==> config.mk <==
export PLATFORM = sky130hd
export DESIGN_NAME = brs_div
export DESIGN_NICKNAME = d
export VERILOG_FILES = /design/src/design/brs_div.sv
export SDC_FILE = /design/constraint.sdc
export NUM_CORES = 1
export LEC_CHECK = 0
export ABC_AREA = 1
export BUFFER_PORTS_ARGS = -buffer_cell sky130_fd_sc_hd__buf_2
export CORE_MARGIN = 5
export CORE_UTILIZATION = 49
export DETAILED_ROUTE_END_ITERATION = 16
export PLACE_DENSITY = 0.76
export SLEW_MARGIN = 10
export SYNTH_ARGS = -nofsm -noshare
export SYNTH_HDL_FRONTEND = slang
export SYNTH_SLANG_ARGS = --single-unit
==> constraint.sdc <==
create_clock -name clk -period 1.75 [get_ports clk]
set_input_delay 0.0875 -clock clk [delete_from_list [all_inputs] [get_ports clk]]
set_output_delay 0.0875 -clock clk [all_outputs]
set_load 0.05 [all_outputs]
==> src/design/brs_div.sv <==
// brs_div: restoring divider, one quotient bit per cycle.
// No dependencies; used by the scaler top level for the Q16 steps.
`timescale 1ns / 1ps

module brs_div #(
  parameter int NUM_W = 25,
  parameter int DEN_W = 11
) (
  input  logic             clk,
  input  logic             rst,
  input  logic             start,
  input  logic [NUM_W-1:0] num,
  input  logic [DEN_W-1:0] den,
  output logic             done,
  output logic [NUM_W-1:0] quot
);

  localparam int CNT_W = $clog2(NUM_W + 1);

  logic             run;
  logic [CNT_W-1:0] cnt;
  logic [DEN_W-1:0] rem;
  logic [DEN_W-1:0] dsr;
  logic [NUM_W-1:0] q;
  logic [DEN_W:0]   trial;
  logic [DEN_W:0]   diff;
  logic             ge;

  always_comb begin
    trial = {rem, q[NUM_W-1]};
    diff  = trial - {1'b0, dsr};
    ge    = (trial >= {1'b0, dsr});
  end

  always_ff @(posedge clk) begin
    if (rst) begin
      run  <= 1'b0;
      done <= 1'b0;
      cnt  <= '0;
    end else begin
      done <= 1'b0;
      if (start) begin
        run <= 1'b1;
        cnt <= '0;
      end else if (run) begin
        cnt <= cnt + 1'b1;
        if (cnt == CNT_W'(NUM_W - 1)) begin
          run  <= 1'b0;
          done <= 1'b1;
        end
      end
    end
  end

  // dividend shifts out of q as quotient bits shift in
  always_ff @(posedge clk) begin
    if (start) begin
      q   <= num;
      rem <= '0;
      dsr <= den;
    end else if (run) begin
      q   <= {q[NUM_W-2:0], ge};
      rem <= ge ? diff[DEN_W-1:0] : trial[DEN_W-1:0];
    end
  end

  assign quot = q;

endmodule

### Word level (Yosys, flattened, before mapping)

Index checks and enable logic that the tools add are counted.

* multiplexer cells: 7
* bitwise logic cells: 1
* $add $sub $neg: 2
* equality and inequality tests: 1
* reductions and logical operators: 3
* $lt $le $gt $ge: 1

Operator list (number)
* two-way mux 25 bit: 2
* >= comparator 12 x 11 -> 1 bit: 1
* two-way mux 11 bit: 1
* subtractor 11 bit: 1
* adder 5 x 1 -> 5 bit, second input constant: 1
* equality test 5 bit, second input constant: 1
* two-way mux 1 bit: 4
* OR reduction 3 bit: 1
* nonzero test 2 bit: 1
* OR reduction 2 bit: 1
* NOT 1 bit: 1

* flip-flop bits (word level): 54
* output and inout bits: 26
* input bits: 39

### Logic depth before layout (Yosys ltp)

* depth after elaboration: 4
* depth in mapped cells: 12

### Worst setup path before layout

OpenSTA, ideal clock, no wires.

* kind: register to register
* start: register q[24] (netlist: quot[24])
* end: register rem[7]
* period minus slack after synthesis: 2.228 ns
* buffers on the path: 1
* required time: 1.637 ns
* cell stages (with the launch flop): 13
* arrival time: 2.115 ns
* slack: -0.478 ns
* cell sequence: edfxtp_1 > inv_1 > ha_1 > fa_1 > inv_1 > nand3_1 > nand3_1 > nand2_2 > nand4_4 > buf_12 > nand3_2 > nand3_1 > nand2_1

* word-level cells in the longest chain between the ends: 2

Ends and longest elaborated chain
* start, declared: RTL line 24 `logic [NUM_W-1:0] q;`
* start signal, assigned: RTL line 58 `q <= num;`
* start signal, assigned: RTL line 62 `q <= {q[NUM_W-2:0], ge};`
* subtractor 11 bit / >= comparator 12 x 11 -> 1 bit (equally long branches): RTL line 31, 32
* two-way mux 11 bit *: RTL line 63 `rem <= ge ? diff[DEN_W-1:0] : trial[DEN_W-1:0];`
* end signal, assigned: RTL line 63
* end, declared: RTL line 22 `logic [DEN_W-1:0] rem;`

Every way passes the cells marked *; elsewhere a longest branch is shown, timed or not.
A chain may end at the register's enable or synchronous reset.

### Final worst setup path

* start: register dsr[0]
* end: register rem[6]

* word-level cells in the longest chain between the ends: 2

Ends and longest elaborated chain
* start, declared: RTL line 23 `logic [DEN_W-1:0] dsr;`
* start signal, assigned: RTL line 60 `dsr <= den;`
* subtractor 11 bit / >= comparator 12 x 11 -> 1 bit (equally long branches): RTL line 31, 32
* two-way mux 11 bit *: RTL line 63

Marks and branches as above.

==> metrics.md <==
| Metric | Value |
|---|---|
| Fmax | 556 MHz |
| Clock share of power | 30.8% |
| H-Tree Depth | 2 |
| Post-route minimum period | 1.80 ns |
| Final period util | 103% |
| CTS Buf Count | 5 |
| Worst VDD drop | 0.554 mV |
| Grt met1 use | 23.8% |
| Distinct cells, synth | 34 |
| DRT Pass-1 Iters | 5 |
| Initial Utilization | 50.8% |
| IO Pins | 65 |
| Failing checks | setup timing |
| Final Hold Vio Count | 0 |
| Fillers | 521 |
| RSZ-0062 raised after global routing | yes |
| Arr. time, crit path | 2.01 ns |
| Slew margin rel. | 79.0% |
| Worst hold-check path type | in2reg |
| Switching pwr | 0.912 mW |
| Core area | 5960 µm² |
| Overflow after GRT | 0 |
| Post-DR vias/cell | 5.01 |
| Critical Path RT | 1.96 ns |
| Combinational share of power | 21.3% |
| # diodes | 0 |
| Worst Setup Start Kind | flip-flop |
| DIE HEIGHT | 88.6 µm |
| Max Cap Viol | 0 |
| GR Util met3 | 4.19% |
| Place WS | -0.0230 ns |
| Status | finished, violations left |
| YS warnings | 0 |
| Num rows | 28 |
| PwrDens | 819 nW/µm² |
| Longest Clk Path Bufs | 2 |
| Clock sinks | 54 |
| Synth Register Bits | 54 |
| Cells after DPL | 513 |
| HPWL after DPL | 5150 µm |
| CTS tree | yes |
| First-pass GRT wire length | 11700 µm |
| Gp weighted congestion | 0.849 |
| Met2 Track Usage GR | 32.6% |
| Final Max Tran Viols | 0 |
| DRC errors left | 0 |
| Setup ws final | -0.0474 ns |
| Synth Flop Type | edfxtp_1 |
| EDFF count, synth | 36 |
| Final wirelength | 6950 µm |
| Gr busiest metal | met2 |
| CP Max Fanout | 7 |
| Sequential Power Share | 47.9% |
| Pleak | 1.94 nW |
| Fin cells | 535 |
| Setup violations, final | 8 |
| Die width | 88.6 µm |
| DRT iter0 DRCs | 178 |
| CTS root buffer | clkbuf_8 |
| GRT Total Usage | 18.8% |
| Layout Skew | 0.00581 ns |
| Post-synthesis sequential area ratio | 47.7% |
| Area grow syn2layout | 27.4% |
| Ys async rst share | 0% |
| Number of port buffers | 64 |
| Pint | 2.24 mW |
| Layout Nets | 512 |
| Initial antenna violation count | 0 |
| Post-route antenna net violation count | 0 |
| Share of cells above drive strength 1 | 29.1% |
| Clk_lat worst skew | 0.31 ns |
| Worst Tran Pin Value | 0.315 ns |
| Worst setup EP type | flip-flop |
| Switching Share | 28.9% |
| Vias in the first global route | 2693 |
| DR vias | 2678 |
| Crit Path Class | reg2reg |
| Wire per inst | 13.0 µm |
| Mapped cell area | 3020 µm² |
| Cells after Synth | 370 |
| Largest net degree at the start of global routing | 27 |
| Worst-path clk slew | 0.10 ns |
| Net count after synthesis | 423 |
| Pwr Total | 3.15 mW |
| Die area | 7840 µm² |
| Syn_area_per_cell | 8.17 µm² |
## worst paths after layout
path / startpoint / end / slack (ns) / depth (start not counted)
min: num[16] / quot[16] / 0.04 / 3
min reg2reg: rem[4] / rem[4] / 0.47 / 2
max reg2reg: dsr[0] / rem[6] / -0.05 / 11
max: dsr[0] / rem[6] / -0.05 / 11
## layout make-up
class / instances / area (µm²) / share of cell area, %
well taps: 75 / 93.8 / 2.44
repair buffers: 92 / 582 / 15.1
inverters: 55 / 206 / 5.36
clock buffers: 5 / 68.8 / 1.79
flip-flops and latches: 54 / 1440 / 37.4
clock inverters: 3 / 63.8 / 1.66
multi-input cells: 251 / 1400 / 36.3
## kinds of logic after synthesis
group | synth area share [%]
AOI/OAI and AO/OA | 2.07
xor gates and xnor gates | 0.869
adders and majority gates | 6.04
buffers and inverters | 9.52
DFF | 47.7
and+or+nand+nor | 33.8
## metrics by stage
| step | instance area [µm²] | util, % | hold slack, ns | setup TNS [ns] |
|---|---|---|---|---|
| after floorplan | 3060 | - | 0.186 | -3.56 |
| after global placement | 3520 | 59.1 | 0.264 | 0 |
| after detailed placement | 3520 | 59.1 | 0.266 | -0.143 |
| after CTS | 3780 | 63.5 | 0.0353 | -0.0820 |
| after global routing | 3850 | 64.7 | 0.0423 | -1.20 |
| final | 3850 | 64.7 | 0.0433 | -0.269 |
## layout by cell type, fill, tap and decap left out, types with 3 or more instances in the layout
master / Yosys / layout
clkbuf_8: 0 / 5
dfxtp_1: 18 / 18
nand2_2: 13 / 11
ha_1: 13 / 8
nor3_1: 3 / 3
buf_2: 1 / 64
nand3_2: 6 / 16
edfxtp_1: 36 / 36
nand4_1: 15 / 15
ha_2: 0 / 3
nor2_1: 13 / 13
buf_4: 0 / 14
nand2_1: 140 / 140
dlygate4sd3_1: 0 / 11
inv_1: 52 / 50
nand3_1: 25 / 15
a21oi_1: 5 / 5
inv_2: 2 / 4
## layer usage
metal  vias to the layer above  wire (µm)
met2                        86       3340
li1                       1363          -
met4                         0         93
met5                         -          0
met3                        12        488
met1                      1217       3030
## power groups by stage
stage	logic, mW	clock network (mW)	registers, mW
2_1_floorplan	0.243	0	1.74
3_3_place_gp	0.626	0	1.54
3_5_place_dp	0.639	0	1.54
4_1_cts	0.665	0.990	1.51
5_1_grt	0.730	1.06	1.52
6_report	0.672	0.971	1.51
## cell usage after synthesis, types with 2 or more instances
library cell	count	area (µm²)
nand3_1	25	125
nand2_2	13	81.3
nor2_1	13	48.8
nand4_1	15	93.8
inv_2	2	7.51
ha_1	13	163
buf_6	3	33.8
nor3_1	3	15.0
nand3_2	6	60.1
a21oi_1	5	25.0
xnor2_1	2	17.5
inv_1	52	195
nor2_2	2	12.5
edfxtp_1	36	1080
clkbuf_1	5	18.8
nand2_1	140	526
dfxtp_1	18	360
## critical path, stage by stage (launching register included)
cell	delay [ns]
edfxtp_1	0.39
ha_2	0.22
fa_2	0.35
inv_2	0.07
nand3_2	0.06
nand3_2	0.09
nand2_4	0.07
nand4_4	0.14
buf_12	0.14
nand3_2	0.06
nand3_2	0.06
nand2_1	0.04
## state kept, by name (all words and copies together), names as in the netlist
signal  cells
run         1
cnt         5
rem        11
dsr        11
done        1
quot       25
## what timing repair did
action / in CTS / in global routing
pin swaps: 0 / 4
resized for setup: 1 / 14
gates cloned: 0 / 1
endpoints found under the setup margin: 8 / 12
endpoints found under the hold margin: 11 / 0
buffers inserted: 1 / 1
hold buffers: 11 / 0
Note: power is estimated with default switching activity, not from simulation.
